**src/datediff_pkg.sv**
```systemverilog
// Shared constants, widths, status codes and month tables for the date difference block.
// No dependencies.
package datediff_pkg;

   localparam int DAY_W   = 5;
   localparam int MONTH_W = 4;
   localparam int YEAR_W  = 14;
   localparam int COUNT_W = 22;
   localparam int STAT_W  = 2;
   localparam int ACC_W   = COUNT_W + 1;
   localparam int QUO_W   = 8;
   localparam int MUL_B_W = 13;
   localparam int MUL_W   = YEAR_W + MUL_B_W;
   localparam int REQ_W   = 48;
   localparam int RSP_W   = COUNT_W + STAT_W;

   localparam logic [YEAR_W-1:0]  MAX_YEAR    = YEAR_W'(9999);
   localparam logic [MUL_B_W-1:0] RECIP_100   = MUL_B_W'(5243);
   localparam int                 RECIP_SHIFT = 19;
   localparam logic [MUL_B_W-1:0] DAYS_YEAR   = MUL_B_W'(365);
   localparam logic [QUO_W-1:0]   CENTURY     = QUO_W'(100);

   localparam logic [STAT_W-1:0] ST_OK        = 2'd0;
   localparam logic [STAT_W-1:0] ST_START_BAD = 2'd1;
   localparam logic [STAT_W-1:0] ST_END_BAD   = 2'd2;
   localparam logic [STAT_W-1:0] ST_ORDER     = 2'd3;

   localparam logic [MONTH_W-1:0] FEBRUARY = 4'd2;

   typedef struct packed {
      logic [DAY_W-1:0]   day;
      logic [MONTH_W-1:0] month;
      logic [YEAR_W-1:0]  year;
   } date_type;

   function automatic logic [DAY_W-1:0] month_len(input logic [MONTH_W-1:0] m);
      logic [DAY_W-1:0] len;
      case (m)
         4'd1, 4'd3, 4'd5, 4'd7, 4'd8, 4'd10, 4'd12: len = 5'd31;
         4'd4, 4'd6, 4'd9, 4'd11:                    len = 5'd30;
         4'd2:                                       len = 5'd28;
         default:                                    len = 5'd0;
      endcase
      return len;
   endfunction

   function automatic logic [8:0] cum_days(input logic [MONTH_W-1:0] m);
      logic [8:0] n;
      case (m)
         4'd1:    n = 9'd0;
         4'd2:    n = 9'd31;
         4'd3:    n = 9'd59;
         4'd4:    n = 9'd90;
         4'd5:    n = 9'd120;
         4'd6:    n = 9'd151;
         4'd7:    n = 9'd181;
         4'd8:    n = 9'd212;
         4'd9:    n = 9'd243;
         4'd10:   n = 9'd273;
         4'd11:   n = 9'd304;
         4'd12:   n = 9'd334;
         default: n = 9'd0;
      endcase
      return n;
   endfunction

endpackage

```
**src/date_difference_days.sv**
```systemverilog
// Date difference: validates two Gregorian dates and returns the days between them.
// Depends on datediff_pkg (widths, status codes, month tables).
//
//  channel | dir | handshake            | payload
//  req     | in  | req_tvalid/tready    | req_tdata: two dates
//  rsp     | out | rsp_tvalid/tready    | rsp_tdata: day count, status
//
// When both dates are valid, the sequencer runs nine steps for the first date, ten for the
// second and one to load the output register before rsp_tvalid rises, fewer when the first or
// second date is rejected; the sequencer steps one shared multiplier and one shared adder
// through the day number of each date. req_tready is high only while the sequencer is idle,
// so the next request is taken in the cycle after the result is loaded. A result waits in the
// output register until taken; a finished result behind it holds the sequencer in its final
// step meanwhile.
// reset is synchronous, active high, and returns the sequencer to idle with no result.
module date_difference_days (
   input  logic                            clock,
   input  logic                            reset,
   input  logic                            req_tvalid,
   output logic                            req_tready,
   // start_day[4:0], start_month[8:5], start_year[22:9],
   // end_day[27:23], end_month[31:28], end_year[45:32], zero[47:46]
   input  logic [datediff_pkg::REQ_W-1:0]  req_tdata,
   output logic                            rsp_tvalid,
   input  logic                            rsp_tready,
   // day_count[21:0], status[23:22]
   output logic [datediff_pkg::RSP_W-1:0]  rsp_tdata
);
   import datediff_pkg::*;

   localparam logic [2:0] S_IDLE  = 3'd0;
   localparam logic [2:0] S_MULQ  = 3'd1;
   localparam logic [2:0] S_QUO   = 3'd2;
   localparam logic [2:0] S_CHECK = 3'd3;
   localparam logic [2:0] S_ACC   = 3'd4;
   localparam logic [2:0] S_FIN   = 3'd5;

   localparam logic [2:0] K_START_LAST = 3'd5;
   localparam logic [2:0] K_END_LAST   = 3'd6;

   logic [2:0]         state_ff, state_in;
   logic               sel_ff, sel_in;
   logic [2:0]         k_ff, k_in;
   date_type           start_ff, start_in, end_ff, end_in;
   logic [MUL_W-1:0]   mul_ff, mul_in;
   logic [QUO_W-1:0]   q_ff, q_in;
   logic               leap_ff, leap_in;
   logic               rz_ff, rz_in;
   logic [ACC_W-1:0]   acc_ff, acc_in;
   logic [ACC_W-1:0]   a_ff, a_in;
   logic [COUNT_W-1:0] res_count_ff, res_count_in;
   logic [STAT_W-1:0]  res_status_ff, res_status_in;
   logic               rsp_valid_ff, rsp_valid_in;
   logic [COUNT_W-1:0] out_count_ff, out_count_in;
   logic [STAT_W-1:0]  out_status_ff, out_status_in;

   date_type           cur;
   logic [YEAR_W-1:0]  p;
   logic [YEAR_W-1:0]  rem;
   logic               rem_zero;
   logic               leap_now;
   logic [DAY_W-1:0]   len;
   logic               date_ok;
   logic [YEAR_W-1:0]  mul_a;
   logic [MUL_B_W-1:0] mul_b;
   logic [QUO_W-1:0]   pq;
   logic [ACC_W-1:0]   operand;
   logic               sub;
   logic [ACC_W-1:0]   sum;
   logic               accept;

   assign accept     = req_tvalid && req_tready;
   assign req_tready = (state_ff == S_IDLE);
   assign rsp_tvalid = rsp_valid_ff;
   assign rsp_tdata  = {out_status_ff, out_count_ff};

   assign cur      = sel_ff ? end_ff : start_ff;
   assign p        = cur.year - YEAR_W'(1);
   assign rem      = cur.year - YEAR_W'(q_ff) * YEAR_W'(CENTURY);
   assign rem_zero = (rem == '0);
   assign leap_now = (cur.year[1:0] == 2'b00) && (!rem_zero || (q_ff[1:0] == 2'b00));
   assign len      = month_len(cur.month)
                     + DAY_W'((cur.month == FEBRUARY) && leap_now);
   assign date_ok  = (cur.year != '0) && (cur.year <= MAX_YEAR)
                     && (cur.month inside {[4'd1:4'd12]})
                     && (cur.day != '0) && (cur.day <= len);

   assign mul_a = (state_ff == S_CHECK) ? p : cur.year;
   assign mul_b = (state_ff == S_CHECK) ? DAYS_YEAR : RECIP_100;
   assign pq    = q_ff - QUO_W'(rz_ff);

   always_comb begin
      sub = 1'b0;
      case (k_ff)
         3'd0: operand = mul_ff[ACC_W-1:0];
         3'd1: operand = ACC_W'(p >> 2);
         3'd2: begin
            operand = ACC_W'(pq);
            sub     = 1'b1;
         end
         3'd3: operand = ACC_W'(pq >> 2);
         3'd4: operand = ACC_W'(cum_days(cur.month))
                         + ACC_W'(leap_ff && (cur.month > FEBRUARY));
         3'd5: operand = ACC_W'(cur.day - DAY_W'(1));
         3'd6: begin
            operand = a_ff;
            sub     = 1'b1;
         end
         default: operand = '0;
      endcase
   end

   assign sum = sub ? (acc_ff - operand) : (acc_ff + operand);

   always_comb begin
      state_in      = state_ff;
      sel_in        = sel_ff;
      k_in          = k_ff;
      start_in      = start_ff;
      end_in        = end_ff;
      mul_in        = mul_ff;
      q_in          = q_ff;
      leap_in       = leap_ff;
      rz_in         = rz_ff;
      acc_in        = acc_ff;
      a_in          = a_ff;
      res_count_in  = res_count_ff;
      res_status_in = res_status_ff;
      rsp_valid_in  = rsp_valid_ff;
      out_count_in  = out_count_ff;
      out_status_in = out_status_ff;

      if (rsp_valid_ff && rsp_tready) begin
         rsp_valid_in = 1'b0;
      end

      case (state_ff)
         S_IDLE: begin
            if (accept) begin
               start_in = {req_tdata[4:0], req_tdata[8:5], req_tdata[22:9]};
               end_in   = {req_tdata[27:23], req_tdata[31:28], req_tdata[45:32]};
               sel_in   = 1'b0;
               state_in = S_MULQ;
            end
         end
         S_MULQ: begin
            mul_in   = mul_a * mul_b;
            state_in = S_QUO;
         end
         S_QUO: begin
            q_in     = mul_ff[RECIP_SHIFT +: QUO_W];
            state_in = S_CHECK;
         end
         S_CHECK: begin
            leap_in = leap_now;
            rz_in   = rem_zero;
            if (!date_ok) begin
               res_count_in  = '0;
               res_status_in = sel_ff ? ST_END_BAD : ST_START_BAD;
               state_in      = S_FIN;
            end else begin
               mul_in   = mul_a * mul_b;
               acc_in   = '0;
               k_in     = '0;
               state_in = S_ACC;
            end
         end
         S_ACC: begin
            acc_in = sum;
            k_in   = k_ff + 3'd1;
            if (!sel_ff && (k_ff == K_START_LAST)) begin
               a_in     = sum;
               sel_in   = 1'b1;
               state_in = S_MULQ;
            end else if (sel_ff && (k_ff == K_END_LAST)) begin
               if (sum[ACC_W-1]) begin
                  res_count_in  = '0;
                  res_status_in = ST_ORDER;
               end else begin
                  res_count_in  = sum[COUNT_W-1:0];
                  res_status_in = ST_OK;
               end
               state_in = S_FIN;
            end
         end
         S_FIN: begin
            if (!rsp_valid_ff || rsp_tready) begin
               rsp_valid_in  = 1'b1;
               out_count_in  = res_count_ff;
               out_status_in = res_status_ff;
               state_in      = S_IDLE;
            end
         end
         default: state_in = S_IDLE;
      endcase
   end

   always_ff @(posedge clock) begin
      if (reset) begin
         state_ff     <= S_IDLE;
         sel_ff       <= 1'b0;
         k_ff         <= '0;
         rsp_valid_ff <= 1'b0;
      end else begin
         state_ff     <= state_in;
         sel_ff       <= sel_in;
         k_ff         <= k_in;
         rsp_valid_ff <= rsp_valid_in;
      end
   end

   always_ff @(posedge clock) begin
      start_ff      <= start_in;
      end_ff        <= end_in;
      mul_ff        <= mul_in;
      q_ff          <= q_in;
      leap_ff       <= leap_in;
      rz_ff         <= rz_in;
      acc_ff        <= acc_in;
      a_ff          <= a_in;
      res_count_ff  <= res_count_in;
      res_status_ff <= res_status_in;
      out_count_ff  <= out_count_in;
      out_status_ff <= out_status_in;
   end

   a_accept_starts: assert property (@(posedge clock) disable iff (reset)
      accept |=> (state_ff == S_MULQ) && !sel_ff)
      else $error("accepted request did not start the first date");

   a_bad_count_zero: assert property (@(posedge clock) disable iff (reset)
      rsp_valid_ff && (out_status_ff != ST_OK) |-> (out_count_ff == '0))
      else $error("nonzero day count with error status");

   a_start_steps: assert property (@(posedge clock) disable iff (reset)
      (state_ff == S_ACC) && !sel_ff |-> (k_ff <= K_START_LAST))
      else $error("first date ran past its last step");

   a_check_next: assert property (@(posedge clock) disable iff (reset)
      (state_ff == S_CHECK) |=> (state_ff == S_ACC) || (state_ff == S_FIN))
      else $error("check step went to an unexpected step");

endmodule

```
**config.mk**
```make
export PLATFORM = sky130hd
export DESIGN_NAME = date_difference_days
export DESIGN_NICKNAME = d
export VERILOG_FILES = /design/src/datediff_pkg.sv /design/src/date_difference_days.sv
export SDC_FILE = /design/constraint.sdc
export NUM_CORES = 1
export LEC_CHECK = 0
export BUFFER_PORTS_ARGS = -buffer_cell sky130_fd_sc_hd__buf_4
export CORE_ASPECT_RATIO = 1.4
export CORE_UTILIZATION = 60
export DETAILED_ROUTE_END_ITERATION = 6
export PLACE_DENSITY = 0.78
export SLEW_MARGIN = 30
export SYNTH_ARGS = -nofsm -noshare
export SYNTH_HDL_FRONTEND = slang
export SYNTH_SLANG_ARGS = --single-unit
```
**constraint.sdc**
```tcl
create_clock -name clock -period 20.5 [get_ports clock]
set_input_delay 5.125 -clock clock [delete_from_list [all_inputs] [get_ports clock]]
set_output_delay 5.125 -clock clock [all_outputs]
set_load 0.02 [all_outputs]
```
* Yosys cells after proc, flatten, opt, wreduce, memory -nomap -nowiden
Memories as Yosys holds them, arrays and structs flattened.
Index checks and enable logic that the tools add are counted.
** Word-level totals
- Memories kept :: 2
- Logic and storage cells :: 130
- Output and inout port bits :: 26
- Flip-flop bits (word level) :: 185
- Bits of input ports :: 52
- Bits in read-only memories :: 224
** Memories
- (name not given) :: words 16, width 9, read ports 1, clocked after Yosys merged registers in 0, write ports 0, line datediff_pkg.sv:49 : case (m)
- (name not given) :: words 16, width 5, read ports 1, clocked after Yosys merged registers in 0, write ports 0, line datediff_pkg.sv:38 : case (m)
** Cells by class
- Equality and inequality tests :: 20
- Reduce and logical (&&, ||, !) cells :: 36
- Multiplexer cells :: 36
- $mul :: 2
- Add/subtract/negate cells :: 9
- $lt $le $gt $ge :: 5
** Operator list (number)
- 23-bit case mux with 7 select lines :: 1
- 22-bit two-way mux :: 4
- 23-bit two-way mux :: 3
- 27-bit case mux with 2 select lines :: 1
- 23-bit case mux with 2 select lines :: 1
- 22-bit case mux with 2 select lines :: 1
- 14-bit by 13-bit multiplier with 27-bit output :: 1
- 27-bit two-way mux :: 1
- 23-bit adder :: 1
- 23-bit subtractor :: 1
- 3-bit case mux with 6 select lines :: 1
- 3-bit == test (second input constant) :: 5
- 3-bit two-way mux :: 5
- 14-bit less-or-equal comparator (second input constant) :: 1
- 14-bit logical NOT :: 1
- 14-bit two-way mux :: 1
- 14-bit nonzero test :: 1
- 14-bit by 1-bit subtractor with 14-bit output (second input constant) :: 1
- 14-bit subtractor :: 1
- 13-bit two-way mux :: 1
- 3-bit by 2-bit == test with 1-bit output (second input constant) :: 4
- 1-bit logical AND :: 12
- 8-bit by 5-bit multiplier with 12-bit output (second input constant) :: 1
- 2-bit != test (second input constant) :: 6
- other kinds (29) :: 52

* Logic depth before layout (Yosys ltp)
Gate-level depths: netlist of the first run.
- Word-level depth :: 12
- Mapped depth :: 33
- Depth with buffers taken out :: 31

* Worst setup path after synthesis of the first run
No wires, ideal clock.
- Kind :: reg2reg
- From :: register sel_ff
- To :: register mul_ff[25], data pin
- Setup time :: 0.258 ns
- Data arrival time :: 7.794 ns
- Period minus slack after synthesis :: 8.052 ns
- Slack :: 12.448 ns
- Required time :: 20.242 ns
- Stages on the path, launching flop included :: 33
- Path buffers :: 5
- Cells stage by stage :: dfxtp_1 > buf_6 > buf_6 > buf_4 > buf_2 > buf_1 > mux2i_1 > ha_1 > nor4b_2 > o22ai_1 > xnor2_1 > or2_2 > nand2_1 > inv_1 > fa_1 > inv_1 > fa_1 > fa_1 > inv_1 > fa_1 > fa_1 > inv_1 > ha_1 > and4_1 > a21oi_1 > o21ai_0 > a2111oi_0 > nor4_1 > nor2_1 > o211ai_1 > a31o_2 > a21oi_1 > xnor2_1
** Between the ends
- Word-level cells in the longest chain between the ends :: 6
** Ends and longest elaborated chain
- start, declared :: line date_difference_days.sv:42 : logic sel_ff, sel_in;
- start signal, assigned :: line date_difference_days.sv:206 : sel_ff <= sel_in;
- 23-bit two-way mux * :: line date_difference_days.sv:77 : assign cur = sel_ff ? end_ff : start_ff;
- 14-bit by 1-bit subtractor with 14-bit output :: line date_difference_days.sv:78 : assign p = cur.year - YEAR_W'(1);
- 14-bit two-way mux * :: line date_difference_days.sv:88 : assign mul_a = (state_ff == S_CHECK) ? p : cur.year;
- 14-bit by 13-bit multiplier with 27-bit output * :: line date_difference_days.sv:147, date_difference_days.sv:162
- 27-bit two-way mux :: line date_difference_days.sv:157 : if (!date_ok) begin
- 27-bit case mux with 2 select lines * :: line date_difference_days.sv:137 : case (state_ff)
- named net mul_in[25] :: line date_difference_days.sv:45 : logic [MUL_W-1:0] mul_ff, mul_in;
- end signal, assigned :: line date_difference_days.sv:215 : mul_ff <= mul_in;
- end, declared :: line date_difference_days.sv:45
Mark *: on every way through the listed nets, which the timed path passes. The rest lies on a longest branch. The select of a mux whose other input is x is not followed.
A chain may end at the register's enable or synchronous reset.

* Worst setup path in the final report of the first run
Same ends and word-level chain as after synthesis.

==> impl_summary.txt, run 1 <==
----------------------------------------------------
[Run status]
  Result of the run ... complete, but fails checks
  Violated checks ... DRC

[Timing]
  Max Clk Rate ... between 0.1 and 0.15 GHz
  Final number of hold-violating endpoints ... 0
  Total count of max-transition violations in the final report ... 0
  Post-Route Setup TNS ... 0 ns
  Finish-stage setup viols ... 0
  Worst setup margin ... between 10 and 15 ns
  Worst slew margin relative to its limit ... 38.4%
  Final period util ... between 40% and 50%
  Hold slack final ... approximately 0.4 ns
  Unrepaired setup endpoints after global routing ... false
  Worst-Margin Slew ... roughly 0.92 ns
  Post-layout minimum cycle time ... roughly 9.4 ns
  Setup Skew ... 0.0115 ns

[Global routing]
  Global route hottest layer ... met2
  Global routing met1 resource utilization ... a little under a third
  Global Route met3 Usage ... roughly 3.2%
  First-pass GRT wire length ... 57.7 mm
  Largest net degree at the start of global routing ... 64
  Overall Global Routing Usage ... 27.6%
  Vias in the first global route ... 11.6k
  Total congestion overflow ... 0
  Routing usage on met2 ... around half
  Number of antenna violations at the first check in global routing ... 1

[Worst setup path]
  Type of origin of the critical path ... register
  Critical path arrival ... 9.56 ns
  Required time worst endpoint ... slightly above 20 ns
  Cell type of the slowest stage on the worst timing path ... sky130_fd_sc_hd__nor2_1
  Maximum single-stage delay on the critical path ... between 0.6 and 0.7 ns
  Worst path most repeated cell ... sky130_fd_sc_hd__fa_1
  WS Path Type ... reg -> reg
  Critical-path maximum fanout ... 63
  Endpoint type of the worst setup path ... register

[Placement]
  Count of buffers from port buffering ... 75
  Minimum setup slack after placement ... approximately 11 ns
  Half-perimeter wire length after placement ... a little under 30 mm
  Routability Congestion ... 0.983

[Routing]
  WL per Instance ... roughly 19 um
  Via total after detailed routing ... ~11k
  DRC marker count from the first detailed-route iteration ... between 800 and 900
  Post-route ant nets ... 0
  Via density ... about 6
  Total iterations of the first detailed-routing run ... 7
  Detailed-route wire length ... roughly 36 mm
  Count of unresolved DRC violations after routing ... 10

[Min path]
  Worst min-delay path class ... reg -> reg

[Die]
  Vertical extent of the die ... about 190 um
  Initial cell density of the core ... between 60% and 70%
  Core area ... approximately 26,000 um^2
  X dimension of the die ... ~140 um
  Die area ... between 20,000 and 30,000 um^2
  Number of cell rows ... 69
  Number of I/O pins ... roughly 80

[CTS]
  Master cell of the clock root buffer ... sky130_fd_sc_hd__clkbuf_16
  Max Root-Sink Buffers ... 2
  # H-tree levels ... 4
  Post-CTS setup buffer count ... 0
  Number of CTS-inserted buffers ... 17
  Worst-skew pair later-pin latency ... 0.44 ns
  TritonCTS clock tree ... yes
  Clock input transition at the sequential cells of the worst setup and hold paths ... 0.07 ns
  Number of gates resized after CTS ... 0
  Post-cts hold buffer count ... 0
  CTS sink count ... around 190

[Yosys]
  Net count after synthesis ... roughly 1.8k
  Fraction of the yosys area taken by sequential cells ... a little over a third
  Synthesized netlist cell count ... 1,510
  Seq cells post-synth ... roughly 190
  Mapped cell area ... about 16,000 um^2
  Number of flops mapped to enable cells by yosys ... 177
  Share of flip-flops with an asynchronous set or reset after synthesis ... 0%
  Synth Area per Inst ... between 10 and 15 um^2
  Main synth FF type ... sky130_fd_sc_hd__edfxtp_1
  Number of library cell types mapped by synthesis ... 90
  Count of warnings emitted by yosys ... 0

[Cells and area]
  Syn-to-layout area delta ... 9.11%
  Final-layout fill cell count ... just under 2k
  Layout net count ... about 1.9k
  Proportion of layout cells with a drive suffix above 1 ... 11.6%

[Flow run]
  Maximum capacitance violations ... 0

----------------------------------------------------
[worst paths after layout]
path | from | slack (ns) | depth (start not counted) | end
worst max-delay path | sel_ff$_SDFFE_PP0P_ | 11.14 | 29 | mul_ff[25]$_DFFE_PP_
worst min-delay path | res_count_ff[14]$_SDFFCE_PP0P_ | 0.41 | 0 | out_count_ff[14]$_DFFE_PP_
worst max register to register | sel_ff$_SDFFE_PP0P_ | 11.14 | 29 | mul_ff[25]$_DFFE_PP_
worst min register to register | res_count_ff[14]$_SDFFCE_PP0P_ | 0.41 | 0 | out_count_ff[14]$_DFFE_PP_
[cell families (layout without fill, tap and decap cells)]
kind of cell | Yosys count | count (layout) | synth area share (%)
other | 1 | 2 | 0.0237
DFF | 185 | 185 | 34.7
AOI/OAI and AO/OA | 295 | 295 | 12.7
adders and majority gates | 284 | 284 | 27.0
and+or+nand+nor | 350 | 350 | 11.5
buffers and inverters | 274 | 350 | 6.86
muxes | 37 | 37 | 2.51
xor gates and xnor gates | 84 | 84 | 4.71
[Yosys cell counts, drive strengths merged (4+ instances only)]
| master | number | share of area [%] |
|---|---|---|
| and2 | 13 | 0.52 |
| nand2 | 71 | 1.7 |
| nor2b | 22 | 0.87 |
| o31ai | 4 | 0.19 |
| xnor2 | 47 | 2.7 |
| a221oi | 9 | 0.61 |
| o21a | 18 | 0.86 |
| a41oi | 5 | 0.32 |
| dfxtp | 8 | 1.0 |
| a222oi | 4 | 0.25 |
| buf | 19 | 0.80 |
| a211o | 5 | 0.28 |
| or3 | 7 | 0.28 |
| o21ai | 64 | 2.1 |
| mux2 | 8 | 0.57 |
| a21oi | 75 | 2.4 |
| a21o | 20 | 0.95 |
| nand3 | 16 | 0.54 |
| nor4 | 11 | 0.48 |
| and3 | 11 | 0.44 |
| a221o | 4 | 0.25 |
| nor3b | 7 | 0.40 |
| a22oi | 4 | 0.19 |
| inv | 235 | 5.6 |
| nand2b | 14 | 0.55 |
| a31oi | 18 | 0.90 |
| ha | 190 | 15 |
| xor2 | 37 | 2.1 |
| or2 | 7 | 0.28 |
| o211ai | 7 | 0.33 |
| clkbuf | 20 | 0.48 |
| or4 | 5 | 0.31 |
| fa | 94 | 12 |
| edfxtp | 177 | 34 |
| o31a | 4 | 0.22 |
| nand4 | 5 | 0.20 |
| nor3 | 29 | 0.95 |
| nor2 | 118 | 3.1 |
| a22o | 8 | 0.44 |
| mux2i | 29 | 1.9 |
| o21bai | 6 | 0.29 |
| a211oi | 9 | 0.46 |
[layer usage]
layer	share of wire [%]	up-vias
li1	-	5403
met1	39	5532
met2	51	388
met3	4.8	99
met4	5.5	0
met5	0	-
[cell usage in the layout (no fill, tap or decap), types with 10 or more instances in the layout]
master | synthesis | final
sky130_fd_sc_hd__clkbuf_16 | 0 | 17
sky130_fd_sc_hd__inv_1 | 235 | 234
sky130_fd_sc_hd__nand3_1 | 15 | 15
sky130_fd_sc_hd__mux2i_1 | 27 | 26
sky130_fd_sc_hd__nor2b_1 | 22 | 22
sky130_fd_sc_hd__nor2_2 | 20 | 20
sky130_fd_sc_hd__nor2_1 | 98 | 98
sky130_fd_sc_hd__and3_1 | 11 | 10
sky130_fd_sc_hd__nand2_1 | 71 | 71
sky130_fd_sc_hd__o21a_1 | 18 | 18
sky130_fd_sc_hd__xor2_1 | 37 | 37
sky130_fd_sc_hd__a21oi_1 | 75 | 75
sky130_fd_sc_hd__o21ai_0 | 63 | 63
sky130_fd_sc_hd__buf_4 | 2 | 81
sky130_fd_sc_hd__a21o_1 | 20 | 20
sky130_fd_sc_hd__edfxtp_1 | 177 | 177
sky130_fd_sc_hd__fa_1 | 94 | 94
sky130_fd_sc_hd__and2_1 | 13 | 12
sky130_fd_sc_hd__xnor2_1 | 46 | 46
sky130_fd_sc_hd__nor3_1 | 28 | 27
sky130_fd_sc_hd__nand2b_1 | 14 | 14
sky130_fd_sc_hd__nor4_1 | 10 | 10
sky130_fd_sc_hd__a31oi_1 | 16 | 16
sky130_fd_sc_hd__ha_1 | 190 | 189
[layout make-up]
| class | count | area [um^2] | share of cell area, % |
|---|---|---|---|
| diodes | 1 | 2.50 | 0.0145 |
| clock buffers | 18 | 429 | 2.49 |
| clock inverters | 14 | 125 | 0.726 |
| inverters | 235 | 882 | 5.12 |
| multi-input cells | 1051 | 9270 | 53.8 |
| flip-flops and latches | 185 | 5480 | 31.8 |
| well taps | 319 | 399 | 2.32 |
| repair buffers | 83 | 647 | 3.75 |
[registers in the layout, summed over array words and instances, names as in the netlist]
signal         count
acc_ff            23
rz_ff              1
rsp_tvalid         1
out_count_ff      22
q_ff               8
a_ff              23
sel_ff             1
state_ff           3
end_ff            23
leap_ff            1
out_status_ff      2
res_status_ff      2
k_ff               3
mul_ff            27
res_count_ff      22
start_ff          23
[critical path: cells and delay by family, from the launching register on]
family | cells | cell delay [ns]
xor+xnor | 2 | 0.53
compound gates | 6 | 1.51
flops | 1 | 0.31
buf+inv | 5 | 0.86
mux | 1 | 0.38
simple gates | 8 | 2.24
fa+ha+maj | 7 | 3.24
[through the flow]
step / cells / util (%) / instance area (um^2)
final: 1906 / 67.2 / 17200
after global routing: 1906 / 67.2 / 17200
after CTS: 1903 / 67.0 / 17200
after detailed placement: 1871 / 64.8 / 16600
after global placement: 1871 / 64.8 / 16600
after floorplan: 1510 / - / 15800
Power of run 1 is not shown: default switching activity piles up to over one toggle a cycle in this logic, so the estimate is an artifact.
==> run 2: changes to the inputs <==
Clock period 20.5 ns to 8.9 ns, I/O delays scaled along.
==> impl_summary.txt, run 2 (synthesis gave the netlist of run 1 again) <==
----------------------------------------------------
[Run status]
  Result of the run ... complete, but fails checks
  Violated checks ... DRC

[Placement]
  Count of buffers from port buffering ... between 70 and 80
  Placement-stage cell area ... about 17,000 um^2
  Half-perimeter wire length after placement ... around 29 mm
  Routability Congestion ... slightly above 0.9

[Cells and area]
  Flip-flop count of the largest register, all copies and words added ... 27
  Ant diodes ... 0
  Proportion of layout cells with a drive suffix above 1 ... 11.8%
  Most frequent cells in the layout ... sky130_fd_sc_hd__inv_1 (235), sky130_fd_sc_hd__ha_1 (189), sky130_fd_sc_hd__edfxtp_1 (177), sky130_fd_sc_hd__nor2_1 (98), sky130_fd_sc_hd__fa_1 (94)
  Non-Filler Cell Area, Final ... about 17,000 um^2
  Syn-to-layout area delta ... 9.52%
  Largest register by flop count ... mul_ff
  Leading cell type in the layout, fill and taps excluded ... sky130_fd_sc_hd__inv_1
  Layout net count ... 1,919

[Routing]
  Via density ... approximately 6
  Total iterations of the first detailed-routing run ... 7
  WL per Instance ... roughly 19 um
  Count of unresolved DRC violations after routing ... 10
  Post-route ant nets ... 0
  DRC marker count from the first detailed-route iteration ... approximately 760
  Via total after detailed routing ... between 10k and 15k
  Detailed-route wire length ... 36.2 mm

[Die]
  X dimension of the die ... 139 um
  Initial cell density of the core ... between 60% and 70%
  Die area ... roughly 27,000 um^2
  Number of cell rows ... 69
  Number of I/O pins ... 78
  Vertical extent of the die ... between 150 and 200 um
  Core area ... 25,600 um^2

[Min path]
  Worst min-delay path class ... reg -> reg
  Hold path cells ... 0

[Worst setup path]
  Type of origin of the critical path ... register
  Internal reg-to-reg setup slack ... about 0.53 ns
  Required time worst endpoint ... around 9.1 ns
  WS Path Type ... reg -> reg
  Logic depth of the worst setup path including buffers ... 28
  Critical path arrival ... 8.57 ns
  Cell type of the slowest stage on the worst timing path ... sky130_fd_sc_hd__a2111oi_0
  Endpoint type of the worst setup path ... register
  Maximum single-stage delay on the critical path ... roughly 0.62 ns
  Critical-path maximum fanout ... 15
  Dominant delay contributor by cell family on the critical path ... adder cells
  Worst path buffer plus inverter count ... 5
  Number of cell instances on the worst register-to-register path ... 28

[Timing]
  Finish-stage setup viols ... 0
  Worst-Margin Slew ... 0.909 ns
  Max Clk Rate ... approximately 0.12 GHz
  Unrepaired setup endpoints after global routing ... false
  Post-Route Setup TNS ... 0 ns
  Worst slew margin relative to its limit ... a little under two fifths
  Final number of hold-violating endpoints ... 0
  Total count of max-transition violations in the final report ... 0
  Setup Skew ... around 0.012 ns
  Final period util ... 94.1%
  Post-layout minimum cycle time ... approximately 8.4 ns

[Global routing]
  Largest net degree at the start of global routing ... 48
  First-pass GRT wire length ... around 59 mm
  Vias in the first global route ... about 12k
  Number of antenna violations at the first check in global routing ... 0
  Total congestion overflow ... 0
  Overall Global Routing Usage ... 28.1%

[Flow run]
  Maximum capacitance violations ... 0

[CTS]
  TritonCTS clock tree ... yes
  Number of CTS-inserted buffers ... 17
  Max Root-Sink Buffers ... 2
  Worst-skew pair later-pin latency ... roughly 0.44 ns
  Post-CTS setup buffer count ... 0
  Number of gates resized after CTS ... 0
  Clock input transition at the sequential cells of the worst setup and hold paths ... about 0.070 ns
  CTS sink count ... 185
  # H-tree levels ... 4
  Master cell of the clock root buffer ... sky130_fd_sc_hd__clkbuf_16
  Post-cts hold buffer count ... 0

----------------------------------------------------
## run 2: cell types whose count changed in the layout (fill, tap and decap cells not counted), sizes merged
cell | before | now
inv | 243 | 238
clkinvlp | 3 | 2
bufinv | 0 | 2
clkinv | 3 | 5
diode | 1 | 0
clkbuf | 18 | 19
buf | 83 | 93
## run 2: cell type report
class	count	area, um^2
Sequential cell	185	5480
Tap cell	319	399
Inverter	235	882
Clock buffer	19	433
Multi-Input combinational cell	1051	9260
Fill cell	1914	8350
Timing Repair Buffer	93	702
Clock inverter	12	144
## run 2: worst register-to-register path: cells and delay by family (launching register included)
kind,cells,cell delay [ns]
multiplexers,1,0.41
flip-flops,1,0.55
adder cells (fa/ha/maj),7,3.10
AND/OR/NAND/NOR,6,1.46
XOR/XNOR,2,0.60
AO/OA/AOI/OAI,7,1.60
buffers and inverters,5,0.41
## run 2: per-layer routing
metal	part of all wire [%]	wire length (um)	track usage, %	vias to the layer above
met2	50	18200	50.9	383
met3	4.6	1680	3.38	121
met1	39	14300	32.0	5562
met5	0	0	0	-
li1	-	-	-	5426
met4	5.6	2010	15.6	0
## run 2: worst paths after layout
check	start	endpoint
worst max-delay path	sel_ff$_SDFFE_PP0P_	mul_ff[25]$_DFFE_PP_
worst min-delay path	res_count_ff[16]$_SDFFCE_PP0P_	out_count_ff[16]$_DFFE_PP_
worst max register to register	sel_ff$_SDFFE_PP0P_	mul_ff[25]$_DFFE_PP_
worst min register to register	res_count_ff[16]$_SDFFCE_PP0P_	out_count_ff[16]$_DFFE_PP_
## run 2: through the flow
| step | instances | hold WS, ns | util, % | setup WS, ns |
|---|---|---|---|---|
| floorplan | 1510 | 0.400 | - | 0.848 |
| global placement | 1882 | 0.400 | 65.1 | 0.755 |
| detailed placement | 1882 | 0.405 | 65.1 | 0.641 |
| CTS | 1913 | 0.416 | 67.4 | 0.558 |
| global route | 1914 | 0.418 | 67.4 | 0.0526 |
| finish | 1914 | 0.419 | 67.4 | 0.529 |
Power of run 2 is left out for the same reason.
